**config.mk**
```make
export PLATFORM = sky130hd
export DESIGN_NAME = http_response_body_length_parser
export DESIGN_NICKNAME = d
export VERILOG_FILES = /design/src/sv/hrbl_pkg.sv /design/src/sv/http_response_body_length_parser.sv /design/src/sv/hrbl_match.sv
export SDC_FILE = /design/constraint.sdc
export NUM_CORES = 1
export LEC_CHECK = 0
export ABC_AREA = 1
export BUFFER_PORTS_ARGS = -buffer_cell sky130_fd_sc_hd__buf_2
export CORE_ASPECT_RATIO = 1.1
export CORE_MARGIN = 3
export CORE_UTILIZATION = 30
export DETAILED_ROUTE_END_ITERATION = 6
export GPL_ROUTABILITY_DRIVEN = 0
export PLACE_DENSITY = 0.46
export SYNTH_ARGS = -nofsm -noshare
export SYNTH_HDL_FRONTEND = slang
export SYNTH_SLANG_ARGS = --single-unit
export TNS_END_PERCENT = 50
```
**constraint.sdc**
```tcl
create_clock -name aclk -period 3.1 [get_ports aclk]
set_input_delay 0.62 -clock aclk [delete_from_list [all_inputs] [get_ports aclk]]
set_output_delay 0.62 -clock aclk [all_outputs]
set_load 0.01 [all_outputs]
```
**src/sv/hrbl_pkg.sv**
```systemverilog
package hrbl_pkg;

    // Parser phases.
    typedef enum logic [3:0] {
        PH_STAT_SKIP  = 4'd0,
        PH_STAT_CMP   = 4'd1,
        PH_STAT_EOL   = 4'd2,
        PH_HDR_START  = 4'd3,
        PH_HDR_CR     = 4'd4,
        PH_NAME       = 4'd5,
        PH_SPACE      = 4'd6,
        PH_VALUE      = 4'd7,
        PH_COOKIE     = 4'd8,
        PH_SKIP_LINE  = 4'd9,
        PH_CHUNK_SIZE = 4'd10,
        PH_SIZE_EOL   = 4'd11,
        PH_CHUNK_DATA = 4'd12,
        PH_DATA_EOL   = 4'd13,
        PH_BODY       = 4'd14,
        PH_DONE       = 4'd15
    } phase_t;

    // Result item kinds.
    typedef enum logic [2:0] {
        KIND_COOKIE_BYTE = 3'd0,
        KIND_COOKIE_END  = 3'd1,
        KIND_STATUS_BAD  = 3'd2,
        KIND_LENGTH_DONE = 3'd3,
        KIND_EARLY_END   = 3'd4
    } kind_t;

    // Operations of the string matcher.
    typedef enum logic [2:0] {
        MOP_HOLD       = 3'd0,
        MOP_START      = 3'd1,
        MOP_START_C    = 3'd2,
        MOP_STATUS     = 3'd3,
        MOP_NAME_FIRST = 3'd4,
        MOP_NAME       = 3'd5,
        MOP_VALUE      = 3'd6,
        MOP_SET        = 3'd7
    } match_op_t;

    localparam int unsigned MATCH_IDX_BITS = 5;
    localparam int unsigned CAND_BITS      = 3;

    // Candidate slots: A is the status text or Transfer-Encoding,
    // B is Set-Cookie, C is the chunked value.
    localparam int unsigned CAND_A = 0;
    localparam int unsigned CAND_B = 1;
    localparam int unsigned CAND_C = 2;

    localparam logic [MATCH_IDX_BITS-1:0] LEN_STATUS  = 5'd6;
    localparam logic [MATCH_IDX_BITS-1:0] LEN_TE      = 5'd17;
    localparam logic [MATCH_IDX_BITS-1:0] LEN_SC      = 5'd10;
    localparam logic [MATCH_IDX_BITS-1:0] LEN_CHUNKED = 5'd7;

    localparam logic [7:0] CH_CR    = 8'h0D;
    localparam logic [7:0] CH_LF    = 8'h0A;
    localparam logic [7:0] CH_SPACE = 8'h20;
    localparam logic [7:0] CH_COLON = 8'h3A;
    localparam logic [7:0] CH_SEMI  = 8'h3B;

    typedef struct packed {
        match_op_t            op;
        logic [CAND_BITS-1:0] set_alive;
    } match_cmd_t;

    typedef struct packed {
        logic full_status;
        logic full_te;
        logic full_sc;
        logic full_chunked;
        logic alive_a;
        logic alive_b;
    } match_stat_t;

endpackage

```
**src/sv/http_response_body_length_parser.sv**
```systemverilog
// Channel  | Direction | Ports                                                   | Moves
// s_       | in        | s_valid s_ready s_action s_data_byte                    | one item per byte
// m_       | out       | m_valid m_ready m_kind m_cookie_byte m_body_length      | zero or one item
//          |           | m_cookie_count                                          |   per input item
//
// An input item is captured in an input register and processed once the output register is
// free; its result, if any, is registered in the output register and leaves on m_ready.
// One item per cycle is sustained while m_ready stays high.
// aresetn is synchronous and active low; it returns the parser to the status-line search.
// A stalled result holds the output register; the input register still takes one more item,
// and s_ready drops only while both registers are full and m_ready is low.
module http_response_body_length_parser #(
    parameter int unsigned LENGTH_BITS = 32,
    parameter int unsigned COUNT_BITS  = 16
) (
    input  logic        aclk,
    input  logic        aresetn,
    input  logic        s_valid,
    output logic        s_ready,
    input  logic        s_action,
    input  logic [7:0]  s_data_byte,
    output logic        m_valid,
    input  logic        m_ready,
    output logic [2:0]  m_kind,
    output logic [7:0]  m_cookie_byte,
    output logic [31:0] m_body_length,
    output logic [15:0] m_cookie_count
);
    import hrbl_pkg::*;

    // Input register stage.
    logic       in_valid_reg;
    logic       action_reg;
    logic [7:0] byte_reg;

    // Output register stage.
    logic        m_valid_reg;
    kind_t       m_kind_reg;
    logic [7:0]  m_cookie_byte_reg;
    logic [31:0] m_body_length_reg;
    logic [15:0] m_cookie_count_reg;

    // Parser state.
    phase_t                 phase_reg;
    phase_t                 phase_next;
    logic                   chunked_reg;
    logic                   chunked_next;
    logic [LENGTH_BITS-1:0] hex_reg;
    logic [LENGTH_BITS-1:0] hex_next;
    logic                   hex_stopped_reg;
    logic                   hex_stopped_next;
    logic [LENGTH_BITS-1:0] skip_reg;
    logic [LENGTH_BITS-1:0] skip_next;
    logic [LENGTH_BITS-1:0] body_sum_reg;
    logic [LENGTH_BITS-1:0] body_sum_next;
    logic [COUNT_BITS-1:0]  cookies_reg;
    logic [COUNT_BITS-1:0]  cookies_next;

    logic        out_free;
    logic        proc;
    match_cmd_t  mcmd;
    match_stat_t mstat;

    // Result of the item being processed.
    logic       res_valid;
    kind_t      res_kind;
    logic [7:0] res_cookie;
    logic       res_with_len;

    // Helper arithmetic.
    logic                   hex_ok;
    logic [3:0]             hex_dig;
    logic [LENGTH_BITS:0]   sum_wide;
    logic [LENGTH_BITS-1:0] skip_dec;
    logic [LENGTH_BITS+31:0] len_ext;
    logic [COUNT_BITS+15:0]  cnt_ext;

    // The output register is free when empty or being drained this cycle; the item in the
    // input register is processed exactly when its result (if any) has a place to go.
    assign out_free = !m_valid_reg || m_ready;
    assign proc     = in_valid_reg && out_free;
    assign s_ready  = !in_valid_reg || out_free;

    always_ff @(posedge aclk) begin
        if (!aresetn) begin
            in_valid_reg <= 1'b0;
        end else if (s_ready) begin
            in_valid_reg <= s_valid;
        end
    end

    always_ff @(posedge aclk) begin
        if (s_valid && s_ready) begin
            action_reg <= s_action;
            byte_reg   <= s_data_byte;
        end
    end

    // Hex digit decode for chunk size lines.
    always_comb begin
        hex_ok  = 1'b1;
        hex_dig = 4'd0;
        if (byte_reg >= "0" && byte_reg <= "9") begin
            hex_dig = 4'(byte_reg - "0");
        end else if (byte_reg >= "a" && byte_reg <= "f") begin
            hex_dig = 4'(byte_reg - "a" + 8'd10);
        end else if (byte_reg >= "A" && byte_reg <= "F") begin
            hex_dig = 4'(byte_reg - "A" + 8'd10);
        end else begin
            hex_ok = 1'b0;
        end
    end

    assign sum_wide = {1'b0, body_sum_reg} + {1'b0, hex_reg};
    assign skip_dec = (skip_reg != '0) ? skip_reg - 1'b1 : skip_reg;

    // Next-state logic.
    always_comb begin
        phase_next       = phase_reg;
        chunked_next     = chunked_reg;
        hex_next         = hex_reg;
        hex_stopped_next = hex_stopped_reg;
        skip_next        = skip_reg;
        body_sum_next    = body_sum_reg;
        cookies_next     = cookies_reg;
        mcmd.op          = MOP_HOLD;
        mcmd.set_alive   = '0;

        if (phase_reg != PH_DONE) begin
            if (action_reg) begin
                // End of stream closes the parse wherever it happens.
                phase_next = PH_DONE;
            end else begin
                unique case (phase_reg)
                    PH_STAT_SKIP: begin
                        if (byte_reg == CH_SPACE) begin
                            mcmd.op    = MOP_START;
                            phase_next = PH_STAT_CMP;
                        end
                    end
                    PH_STAT_CMP: begin
                        if (byte_reg == CH_CR) begin
                            phase_next = mstat.full_status ? PH_STAT_EOL : PH_DONE;
                        end else begin
                            mcmd.op = MOP_STATUS;
                        end
                    end
                    PH_STAT_EOL, PH_SKIP_LINE: begin
                        if (byte_reg == CH_LF) begin
                            phase_next = PH_HDR_START;
                        end
                    end
                    PH_HDR_START, PH_HDR_CR: begin
                        if (phase_reg == PH_HDR_START && byte_reg == CH_CR) begin
                            phase_next = PH_HDR_CR;
                        end else if (phase_reg == PH_HDR_CR && byte_reg == CH_LF) begin
                            // Blank line: the body starts.
                            if (chunked_reg) begin
                                hex_next         = '0;
                                hex_stopped_next = 1'b0;
                                phase_next       = PH_CHUNK_SIZE;
                            end else begin
                                phase_next = PH_BODY;
                            end
                        end else if (byte_reg == CH_COLON) begin
                            // An empty header name matches nothing.
                            mcmd.op    = MOP_SET;
                            phase_next = PH_SPACE;
                        end else begin
                            mcmd.op    = MOP_NAME_FIRST;
                            phase_next = PH_NAME;
                        end
                    end
                    PH_NAME: begin
                        if (byte_reg == CH_COLON) begin
                            mcmd.op = MOP_SET;
                            if (mstat.full_te) begin
                                mcmd.set_alive[CAND_A] = 1'b1;
                            end else if (mstat.full_sc) begin
                                mcmd.set_alive[CAND_B] = 1'b1;
                            end
                            phase_next = PH_SPACE;
                        end else begin
                            mcmd.op = MOP_NAME;
                        end
                    end
                    PH_SPACE: begin
                        // The byte after the colon is skipped whatever it is.
                        if (mstat.alive_a) begin
                            mcmd.op    = MOP_START_C;
                            phase_next = PH_VALUE;
                        end else if (mstat.alive_b) begin
                            phase_next = PH_COOKIE;
                        end else begin
                            phase_next = PH_SKIP_LINE;
                        end
                    end
                    PH_VALUE: begin
                        if (byte_reg == CH_CR) begin
                            if (mstat.full_chunked) begin
                                chunked_next = 1'b1;
                            end
                            phase_next = PH_SKIP_LINE;
                        end else begin
                            mcmd.op = MOP_VALUE;
                        end
                    end
                    PH_COOKIE: begin
                        if (byte_reg == CH_CR || byte_reg == CH_SEMI) begin
                            if (cookies_reg != '1) begin
                                cookies_next = cookies_reg + 1'b1;
                            end
                            phase_next = PH_SKIP_LINE;
                        end
                    end
                    PH_CHUNK_SIZE: begin
                        if (byte_reg == CH_CR) begin
                            phase_next = PH_SIZE_EOL;
                        end else if (hex_stopped_reg || !hex_ok) begin
                            hex_stopped_next = 1'b1;
                        end else if (hex_reg[LENGTH_BITS-1 -: 4] != 4'd0) begin
                            hex_next = '1;
                        end else begin
                            hex_next = {hex_reg[LENGTH_BITS-5:0], hex_dig};
                        end
                    end
                    PH_SIZE_EOL: begin
                        if (byte_reg == CH_LF) begin
                            if (hex_reg == '0) begin
                                phase_next = PH_DONE;
                            end else begin
                                body_sum_next = sum_wide[LENGTH_BITS] ? '1
                                                : sum_wide[LENGTH_BITS-1:0];
                                skip_next     = hex_reg;
                                phase_next    = PH_CHUNK_DATA;
                            end
                        end
                    end
                    PH_CHUNK_DATA: begin
                        skip_next = skip_dec;
                        if (skip_dec == '0) begin
                            phase_next = PH_DATA_EOL;
                        end
                    end
                    PH_DATA_EOL: begin
                        if (byte_reg == CH_LF) begin
                            hex_next         = '0;
                            hex_stopped_next = 1'b0;
                            phase_next       = PH_CHUNK_SIZE;
                        end
                    end
                    PH_BODY: begin
                        if (body_sum_reg != '1) begin
                            body_sum_next = body_sum_reg + 1'b1;
                        end
                    end
                    PH_DONE: begin
                    end
                endcase
            end
        end
    end

    // Result logic.
    always_comb begin
        res_valid    = 1'b0;
        res_kind     = KIND_COOKIE_BYTE;
        res_cookie   = 8'd0;
        res_with_len = 1'b0;
        if (phase_reg != PH_DONE) begin
            if (action_reg) begin
                res_valid    = 1'b1;
                res_kind     = (phase_reg == PH_BODY) ? KIND_LENGTH_DONE : KIND_EARLY_END;
                res_with_len = 1'b1;
            end else begin
                priority if (phase_reg == PH_STAT_CMP) begin
                    if (byte_reg == CH_CR && !mstat.full_status) begin
                        res_valid = 1'b1;
                        res_kind  = KIND_STATUS_BAD;
                    end
                end else if (phase_reg == PH_COOKIE) begin
                    res_valid = 1'b1;
                    if (byte_reg == CH_CR || byte_reg == CH_SEMI) begin
                        res_kind = KIND_COOKIE_END;
                    end else begin
                        res_kind   = KIND_COOKIE_BYTE;
                        res_cookie = byte_reg;
                    end
                end else if (phase_reg == PH_SIZE_EOL) begin
                    if (byte_reg == CH_LF && hex_reg == '0) begin
                        res_valid    = 1'b1;
                        res_kind     = KIND_LENGTH_DONE;
                        res_with_len = 1'b1;
                    end
                end else begin
                    res_valid = 1'b0;
                end
            end
        end
    end

    // Fit the running sums to the fixed result field widths.
    assign len_ext = {32'd0, body_sum_reg};
    assign cnt_ext = {16'd0, cookies_next};

    hrbl_match u_match (
        .aclk      (aclk),
        .aresetn   (aresetn),
        .en        (proc),
        .cmd       (mcmd),
        .data_byte (byte_reg),
        .stat      (mstat)
    );

    always_ff @(posedge aclk) begin
        if (!aresetn) begin
            phase_reg       <= PH_STAT_SKIP;
            chunked_reg     <= 1'b0;
            hex_reg         <= '0;
            hex_stopped_reg <= 1'b0;
            skip_reg        <= '0;
            body_sum_reg    <= '0;
            cookies_reg     <= '0;
        end else if (proc) begin
            phase_reg       <= phase_next;
            chunked_reg     <= chunked_next;
            hex_reg         <= hex_next;
            hex_stopped_reg <= hex_stopped_next;
            skip_reg        <= skip_next;
            body_sum_reg    <= body_sum_next;
            cookies_reg     <= cookies_next;
        end
    end

    always_ff @(posedge aclk) begin
        if (!aresetn) begin
            m_valid_reg <= 1'b0;
        end else if (out_free) begin
            m_valid_reg <= proc && res_valid;
        end
    end

    always_ff @(posedge aclk) begin
        if (proc && res_valid) begin
            m_kind_reg         <= res_kind;
            m_cookie_byte_reg  <= res_cookie;
            m_body_length_reg  <= res_with_len ? len_ext[31:0] : 32'd0;
            m_cookie_count_reg <= cnt_ext[15:0];
        end
    end

    assign m_valid        = m_valid_reg;
    assign m_kind         = m_kind_reg;
    assign m_cookie_byte  = m_cookie_byte_reg;
    assign m_body_length  = m_body_length_reg;
    assign m_cookie_count = m_cookie_count_reg;

    a_stall_only_when_full: assert property (@(posedge aclk) disable iff (!aresetn)
        !s_ready |-> in_valid_reg && m_valid_reg && !m_ready)
        else $error("input stalled while a register was free");

    a_done_sticks: assert property (@(posedge aclk) disable iff (!aresetn)
        phase_reg == PH_DONE |=> phase_reg == PH_DONE)
        else $error("parser left the done phase without reset");

    a_final_kind_ends: assert property (@(posedge aclk) disable iff (!aresetn)
        proc && res_valid && (res_kind == KIND_STATUS_BAD || res_kind == KIND_LENGTH_DONE ||
        res_kind == KIND_EARLY_END) |=> phase_reg == PH_DONE)
        else $error("final result did not end the parse");

    a_cookies_monotonic: assert property (@(posedge aclk) disable iff (!aresetn)
        1'b1 |=> cookies_reg >= $past(cookies_reg))
        else $error("cookie count decreased");

endmodule

```
**src/sv/hrbl_match.sv**
```systemverilog
module hrbl_match (
    input  logic                 aclk,
    input  logic                 aresetn,
    input  logic                 en,
    input  hrbl_pkg::match_cmd_t cmd,
    input  logic [7:0]           data_byte,
    output hrbl_pkg::match_stat_t stat
);
    import hrbl_pkg::*;

    logic [MATCH_IDX_BITS-1:0] idx_reg;
    logic [MATCH_IDX_BITS-1:0] idx_next;
    logic [CAND_BITS-1:0]      alive_reg;
    logic [CAND_BITS-1:0]      alive_next;
    logic [MATCH_IDX_BITS-1:0] idx_eff;
    logic [CAND_BITS-1:0]      alive_eff;
    logic [MATCH_IDX_BITS-1:0] idx_adv;
    logic                      hit_status;
    logic                      hit_te;
    logic                      hit_sc;
    logic                      hit_chunked;

    function automatic logic [7:0] status_char(input logic [MATCH_IDX_BITS-1:0] i);
        logic [7:0] c;
        unique case (i)
            5'd0:    c = "2";
            5'd1:    c = "0";
            5'd2:    c = "0";
            5'd3:    c = " ";
            5'd4:    c = "O";
            5'd5:    c = "K";
            default: c = 8'h00;
        endcase
        return c;
    endfunction

    function automatic logic [7:0] te_char(input logic [MATCH_IDX_BITS-1:0] i);
        logic [7:0] c;
        unique case (i)
            5'd0:    c = "T";
            5'd1:    c = "r";
            5'd2:    c = "a";
            5'd3:    c = "n";
            5'd4:    c = "s";
            5'd5:    c = "f";
            5'd6:    c = "e";
            5'd7:    c = "r";
            5'd8:    c = "-";
            5'd9:    c = "E";
            5'd10:   c = "n";
            5'd11:   c = "c";
            5'd12:   c = "o";
            5'd13:   c = "d";
            5'd14:   c = "i";
            5'd15:   c = "n";
            5'd16:   c = "g";
            default: c = 8'h00;
        endcase
        return c;
    endfunction

    function automatic logic [7:0] sc_char(input logic [MATCH_IDX_BITS-1:0] i);
        logic [7:0] c;
        unique case (i)
            5'd0:    c = "S";
            5'd1:    c = "e";
            5'd2:    c = "t";
            5'd3:    c = "-";
            5'd4:    c = "C";
            5'd5:    c = "o";
            5'd6:    c = "o";
            5'd7:    c = "k";
            5'd8:    c = "i";
            5'd9:    c = "e";
            default: c = 8'h00;
        endcase
        return c;
    endfunction

    function automatic logic [7:0] chunked_char(input logic [MATCH_IDX_BITS-1:0] i);
        logic [7:0] c;
        unique case (i)
            5'd0:    c = "c";
            5'd1:    c = "h";
            5'd2:    c = "u";
            5'd3:    c = "n";
            5'd4:    c = "k";
            5'd5:    c = "e";
            5'd6:    c = "d";
            default: c = 8'h00;
        endcase
        return c;
    endfunction

    // The first name byte starts a fresh match in the same cycle.
    assign idx_eff   = (cmd.op == MOP_NAME_FIRST) ? '0 : idx_reg;
    assign alive_eff = (cmd.op == MOP_NAME_FIRST) ? '1 : alive_reg;
    assign idx_adv   = (idx_eff != '1) ? idx_eff + 1'b1 : idx_eff;

    assign hit_status  = (idx_eff < LEN_STATUS)  && (status_char(idx_eff) == data_byte);
    assign hit_te      = (idx_eff < LEN_TE)      && (te_char(idx_eff) == data_byte);
    assign hit_sc      = (idx_eff < LEN_SC)      && (sc_char(idx_eff) == data_byte);
    assign hit_chunked = (idx_eff < LEN_CHUNKED) && (chunked_char(idx_eff) == data_byte);

    always_comb begin
        idx_next   = idx_reg;
        alive_next = alive_reg;
        unique case (cmd.op)
            MOP_HOLD: begin
            end
            MOP_START: begin
                idx_next   = '0;
                alive_next = '1;
            end
            MOP_START_C: begin
                idx_next           = '0;
                alive_next         = '0;
                alive_next[CAND_C] = 1'b1;
            end
            MOP_STATUS: begin
                alive_next[CAND_A] = alive_eff[CAND_A] & hit_status;
                idx_next           = idx_adv;
            end
            MOP_NAME_FIRST, MOP_NAME: begin
                alive_next         = alive_eff;
                alive_next[CAND_A] = alive_eff[CAND_A] & hit_te;
                alive_next[CAND_B] = alive_eff[CAND_B] & hit_sc;
                idx_next           = idx_adv;
            end
            MOP_VALUE: begin
                alive_next[CAND_C] = alive_eff[CAND_C] & hit_chunked;
                idx_next           = idx_adv;
            end
            MOP_SET: begin
                alive_next = cmd.set_alive;
            end
            default: begin
            end
        endcase
    end

    always_ff @(posedge aclk) begin
        if (!aresetn) begin
            idx_reg   <= '0;
            alive_reg <= '1;
        end else if (en) begin
            idx_reg   <= idx_next;
            alive_reg <= alive_next;
        end
    end

    assign stat.full_status  = alive_reg[CAND_A] && (idx_reg == LEN_STATUS);
    assign stat.full_te      = alive_reg[CAND_A] && (idx_reg == LEN_TE);
    assign stat.full_sc      = alive_reg[CAND_B] && (idx_reg == LEN_SC);
    assign stat.full_chunked = alive_reg[CAND_C] && (idx_reg == LEN_CHUNKED);
    assign stat.alive_a      = alive_reg[CAND_A];
    assign stat.alive_b      = alive_reg[CAND_B];

    a_start_all_alive: assert property (@(posedge aclk) disable iff (!aresetn)
        en && (cmd.op == MOP_START) |=> (alive_reg == '1) && (idx_reg == '0))
        else $error("matcher start did not revive all candidates");

    a_start_c_only: assert property (@(posedge aclk) disable iff (!aresetn)
        en && (cmd.op == MOP_START_C) |=> (alive_reg == 3'b100) && (idx_reg == '0))
        else $error("value match did not start with only the chunked candidate");

    a_index_saturates: assert property (@(posedge aclk) disable iff (!aresetn)
        (idx_reg == '1) && en && (cmd.op == MOP_NAME || cmd.op == MOP_VALUE ||
        cmd.op == MOP_STATUS) |=> (idx_reg == '1))
        else $error("match index wrapped");

    a_names_exclusive: assert property (@(posedge aclk) disable iff (!aresetn)
        !(stat.full_te && stat.full_sc) && !(stat.full_status && stat.full_chunked))
        else $error("two candidate lengths matched at once");

endmodule
```
* Word-level counts from Yosys, hierarchy flattened
Memories as Yosys holds them, arrays and structs flattened. Index checks and enable logic that the tools add are counted.
Storage, ports and cells: bits in read-only memories 336, input port bits 13, logic and storage cells 271, output and inout bits 61, register bits after elaboration 196, memories kept 2
Operators by class: eq/ne operators 64, bitwise gates (word level) 7, add/subtract/negate cells 10, mux-type cells 102, reductions and logical operators 57, $lt $le $gt $ge 10
Memory list:
- (name not given) | depth 32, bits a word 7, read ports 1, clocked after Yosys merged registers in 0, write ports 0, RTL line hrbl_match.sv:39 | unique case (i)
- (name not given) | depth 16, bits a word 7, read ports 1, clocked after Yosys merged registers in 0, write ports 0, RTL line hrbl_match.sv:64 | unique case (i)
Operators with widths (count):
- 2-to-1 mux 32 bit | 14
- one-hot mux 32 bit (2 select lines) | 2
- one-hot mux 32 bit (3 select lines) | 1
- 2-to-1 mux 16 bit | 5
- 2-to-1 mux 4 bit | 18
- zero test 32 bit | 2
- one-hot mux 7 bit (7 select lines) | 1
- one-hot mux 4 bit (12 select lines) | 1
- one-hot mux 7 bit (5 select lines) | 1
- adder 32 x 32 -> 33 bit | 1
- 2-to-1 mux 3 bit | 11
- adder 32 x 1 -> 32 bit (second input constant) | 1
- inequality test 32 bit (second input constant) | 1
- nonzero test 32 bit | 1
- subtractor 32 x 1 -> 32 bit (second input constant) | 1
- equality test 4 bit (second input constant) | 7
- 2-to-1 mux 1 bit | 26
- 2-to-1 mux 2 bit | 13
- equality test 5 x 3 -> 1 bit (second input constant) | 5
- equality test 8 x 6 -> 1 bit (second input constant) | 3
- inequality test 3 bit (second input constant) | 8
- inequality test 2 bit (second input constant) | 10
- AND reduction 10 bit | 2
- logical AND 1 bit | 18
- other kinds (53) | 97

* Depth between registers and ports, before layout
depth after elaboration 16, depth in mapped cells 31, mapped depth without buffers 30

* Modules after synthesis
Synthesis repeated with hierarchy kept, for this count alone.
Second synthesis, totals: cells, all modules 2093, area, all modules 14032.2 sq um
Modules (own cells, without submodules):
- http_response_body_length_parser | instances 1, area an instance 12373.1 sq um, sequential area each 4444.3 sq um, cells an instance 1787
- hrbl_match | instances 1, area an instance 1659.1 sq um, sequential area each 160.2 sq um, cells an instance 306

* Least setup slack after synthesis
Ideal clock, no wire load.
path type reg-to-reg, start point register byte_reg[1], end point register u_match.alive_reg[2], clock period less this slack 3288 ps, stages on the path, launching flop included 28, setup slack -188 ps, library setup time 59 ps, arrival 3229 ps, buffers on the path 1, data required time 3041 ps, cell sequence edfxtp_1 -> clkbuf_1 -> inv_1 -> ha_1 -> inv_1 -> nor2_2 -> inv_1 -> nor2_2 -> nand2_1 -> nand3_2 -> nand3_2 -> nand2_1 -> nor2_1 -> nor2_1 -> inv_1 -> ha_1 -> o211ai_1 -> nand2_1 -> xor2_1 -> inv_1 -> nand2_1 -> nor2_1 -> nand2_1 -> nand2_1 -> nand2_1 -> nand2_1 -> nand2_1 -> nand2_1
On the way: cells in the longest elaborated chain, start to end 15, elaborated cells on any way between the ends 41, those cells by class order compare: 1; eq/ne: 17; mux: 14; bitwise: 1; reduce/logical: 8
Ends and longest elaborated chain:
- from (decl) | RTL line http_response_body_length_parser.sv:34 | logic [7:0] byte_reg;
- from (signal assigned) | RTL line http_response_body_length_parser.sv:95 | byte_reg <= s_data_byte;
- equality test 8 x 6 -> 1 bit / equality test 8 x 4 -> 1 bit (equally long branches) | RTL line http_response_body_length_parser.sv:165, http_response_body_length_parser.sv:175, http_response_body_length_parser.sv:156
- 2-to-1 mux 2 bit / logical AND 1 bit (equally long branches) | RTL line http_response_body_length_parser.sv:165, http_response_body_length_parser.sv:156
- 2-to-1 mux 3 bit | RTL line http_response_body_length_parser.sv:156 | end else if (phase_reg == PH_HDR_CR && byte_reg == CH_LF) begin
- 2-to-1 mux 3 bit | RTL line http_response_body_length_parser.sv:154 | if (phase_reg == PH_HDR_START && byte_reg == CH_CR) begin
- one-hot mux 3 bit (6 select lines) | RTL line http_response_body_length_parser.sv:134 | unique case (phase_reg)
- 2-to-1 mux 3 bit | RTL line http_response_body_length_parser.sv:130 | if (action_reg) begin
- 2-to-1 mux 3 bit | RTL line http_response_body_length_parser.sv:129 | if (phase_reg != PH_DONE) begin
- equality test 3 bit | RTL line hrbl_match.sv:96, hrbl_match.sv:97, hrbl_match.sv:108
- 2-to-1 mux 5 bit | RTL line hrbl_match.sv:96 | assign idx_eff = (cmd.op == MOP_NAME_FIRST) ? '0 : idx_reg;
- equality test 5 x 3 -> 1 bit (tied with other cells) | RTL line hrbl_match.sv:82 | unique case (i)
- one-hot mux 7 bit (7 select lines) | RTL line hrbl_match.sv:82
- equality test 7 x 8 -> 1 bit | RTL line hrbl_match.sv:103 | assign hit_chunked = (idx_eff < LEN_CHUNKED) && (chunked_char(idx_eff) == data_byte);
- logical AND 1 bit | RTL line hrbl_match.sv:103
- AND 1 bit | RTL line hrbl_match.sv:131 | alive_next[CAND_C] = alive_eff[CAND_C] & hit_chunked;
- one-hot mux 1 bit (4 select lines) | RTL line hrbl_match.sv:108 | unique case (cmd.op)
- to (signal assigned) | RTL line hrbl_match.sv:148 | alive_reg <= alive_next;
- to (decl) | RTL line hrbl_match.sv:13 | logic [CAND_BITS-1:0] alive_reg;
Parallel ways exist; a longest one is shown, timed or not. A chain may end at the register's enable or synchronous reset.

* Worst setup path after layout
Same ends and word-level chain as after synthesis.

==> impl_metrics.toml <==
[routing]
vias_per_cell = 5.02
dr.pass1.iters = 5
postRouteAntennaNets = 0
drt-total-wl_um = 43700
drc = 0
post_drt_wl_per_cell_um = 16.5
drt_iter0_drc = 1056
routed-via-count = 13300

[worst_setup_path]
cp_num_buf_inv = 6
arrival_ps = 3520
crit_top_cell = "nand2_1"
cp_max_fo = 7
r2r_setup_slack_ps = -3
criticalPathCategory = "reg2reg"
crit_family = "simple AND/OR/NAND/NOR gates"
startpoint_type = "register"
cp_slowest_cell = "edfxtp_1"
cp-end-kind = "register"
worst_path_largest_cell_delay_ps = 430
required_ps = 3510

[sta]
hold_viol_final = 0
relSlewSlack = 0.361
post-route-min-period_ps = 3100
worst_slack_ps = -2.62
fmax_mhz = 322
tightestPinTransition_ps = 951
slew_viol_final = 0
period_share = 1.00
setup_viol = 1
hold_slack_ps = 326
rsz0062_at_grt = "yes"
finClkSkew_ps = 15.7

[grt]
grt_pass1_wl_um = 69600
grt_max_degree = 59
antenna_found_initial = 0
grt_use_total = 0.182
grt_overflow = 0
grt_pass1_vias = 12600

[clock_tree]
cts_buffer_depth = 2
clkTransAtPathRegs_ps = 80
cts_hold_buf = 0
clk_latency_ps = 470
cts-buffers-inserted = 17
cts.sinks = 196
root_buffer = "clkbuf_16"
cts_tree = "built"
cts_max_level = 4

[die]
top_level_ports = 74
die_area_mm2 = 0.0471
fp.dieW_um = 207
start_util = 0.306
die_h_um = 227
coreArea_mm2 = 0.0437
num_rows = 80

[logic_synthesis]
synth_warnings = 0
synth_area_mm2 = 0.0134
synth_cell_types = 59
ys_ff_latch = 196
syn_area_per_cell_um2 = 6.98
syn_nets = 1978
ys_seq_area_frac = 0.344
synthCells = 1914

[final_layout]
layout_common_cells = "339 x nand2_1, 260 x nor2_1, 223 x inv_1"
synthToLayoutAreaGrowth_pct = 19.6
layout_commonest_cell = "nand2_1"
layout.nets = 2121
antenna_cells = 0
fill_cells = 4660
final_area_mm2 = 0.0160
drive_gt1_frac = 0.161

[run_status]
violations = "setup timing"
status = "complete, but fails checks"

[min_path]
hp-class = "in2reg"

[placed_design]
place_area_mm2 = 0.0150
dp_slack_ps = -138
io_buffers = 73
dpl.hpwl_um = 33100

[run]
maxCapViolCount = 0

[power_and_ir_drop]
p_leak_nw = 6.80
vdd_drop_max_mv = 0.388
powerDensity_mw_per_mm2 = 350
## power breakdown
part           internal [mW]  switching, mW  leakage [nW]
Clock                   1.16           1.15         0.295
Sequential              2.71         0.0384          1.68
Combinational          0.190          0.347          4.83
Total                   4.07           1.54          6.80
## final timing paths
kind,cells after the start,to,from
max,27,u_match.alive_reg[2]$_SDFFE_PN1P_,byte_reg[1]$_DFFE_PP_
min,1,byte_reg[2]$_DFFE_PP_,s_data_byte[2]
max reg2reg,27,u_match.alive_reg[2]$_SDFFE_PN1P_,byte_reg[1]$_DFFE_PP_
min reg2reg,2,chunked_reg$_SDFFE_PN0P_,chunked_reg$_SDFFE_PN0P_
## layout make-up
cell class	instances	area, um^2	area share
clock buffers	19	475	0.0297
clock inverters	13	130	0.00814
inverters	239	903	0.0565
multi-input cells	1414	7850	0.491
flip-flops and latches	196	4610	0.288
well taps	574	718	0.0449
repair buffers	189	1310	0.0821
## layer usage
metal  track usage  up-vias  part of all wire
met5             0        -                 0
met4        0.0558        0             0.022
met3        0.0227       64             0.039
met2         0.309      296              0.47
met1         0.244     6187              0.47
li1              -     6739                 -
## per-stage QoR
step / std cells / utilization / TNS (ps) / power (mW)
after floorplan: 1914 / - / -23.0 / 3.12
after global placement: 2596 / 0.342 / -93.9 / 3.31
after detailed placement: 2596 / 0.342 / -316 / 3.31
after CTS: 2629 / 0.357 / -63.2 / 5.65
after global routing: 2644 / 0.366 / -626 / 5.82
final: 2644 / 0.366 / -2.62 / 5.60
## repair_timing
action                     in CTS  in global routing
setup buffers                   1                 15
gates resized for setup         5                 65
setup endpoints to repair      10                 99
pin swaps                       1                 25
## kinds of logic (layout without fill, tap and decap cells)
group,Yosys count,after routing,synth area share
DFF,196,196,0.344
xor gates and xnor gates,83,83,0.0544
buffers and inverters,304,460,0.0896
adders and majority gates,51,51,0.0483
and+or+nand+nor,871,871,0.285
AOI/OAI and AO/OA,409,409,0.178
## synthesized netlist by cell type, drive strengths merged
library cell  count  area, um^2
a31oi            19         119
clkbuf           47         178
and3              2        12.5
nor4             26         163
buf              18         123
a2111oi           2        17.5
o221a             3        33.8
o2111ai           1        8.76
xor2             54         473
o31ai             3        22.5
nor3b             3        27.5
a21o              5        37.5
nand2           367        1440
clkinv            1        3.75
nand3           115         643
or2               9        56.3
and2              2        12.5
edfxtp           68        2040
inv             238         893
nor4b             1        8.76
a32oi             1        8.76
o221ai            3        26.3
fa                1        20.0
a221oi           15         131
nor2            279        1080
xnor2            29         254
a21boi            1        7.51
nor3             41         205
a21oi           147         743
ha               50         626
o21a              3        22.5
a211oi            9        67.6
o22ai            32         200
a41oi             1        16.3
o21ai           129         653
o211ai           30         225
dfxtp           128        2560
o41ai             2        17.5
o21bai            3        22.5
nand4            26         163
Note: power is estimated with default switching activity, not from simulation.
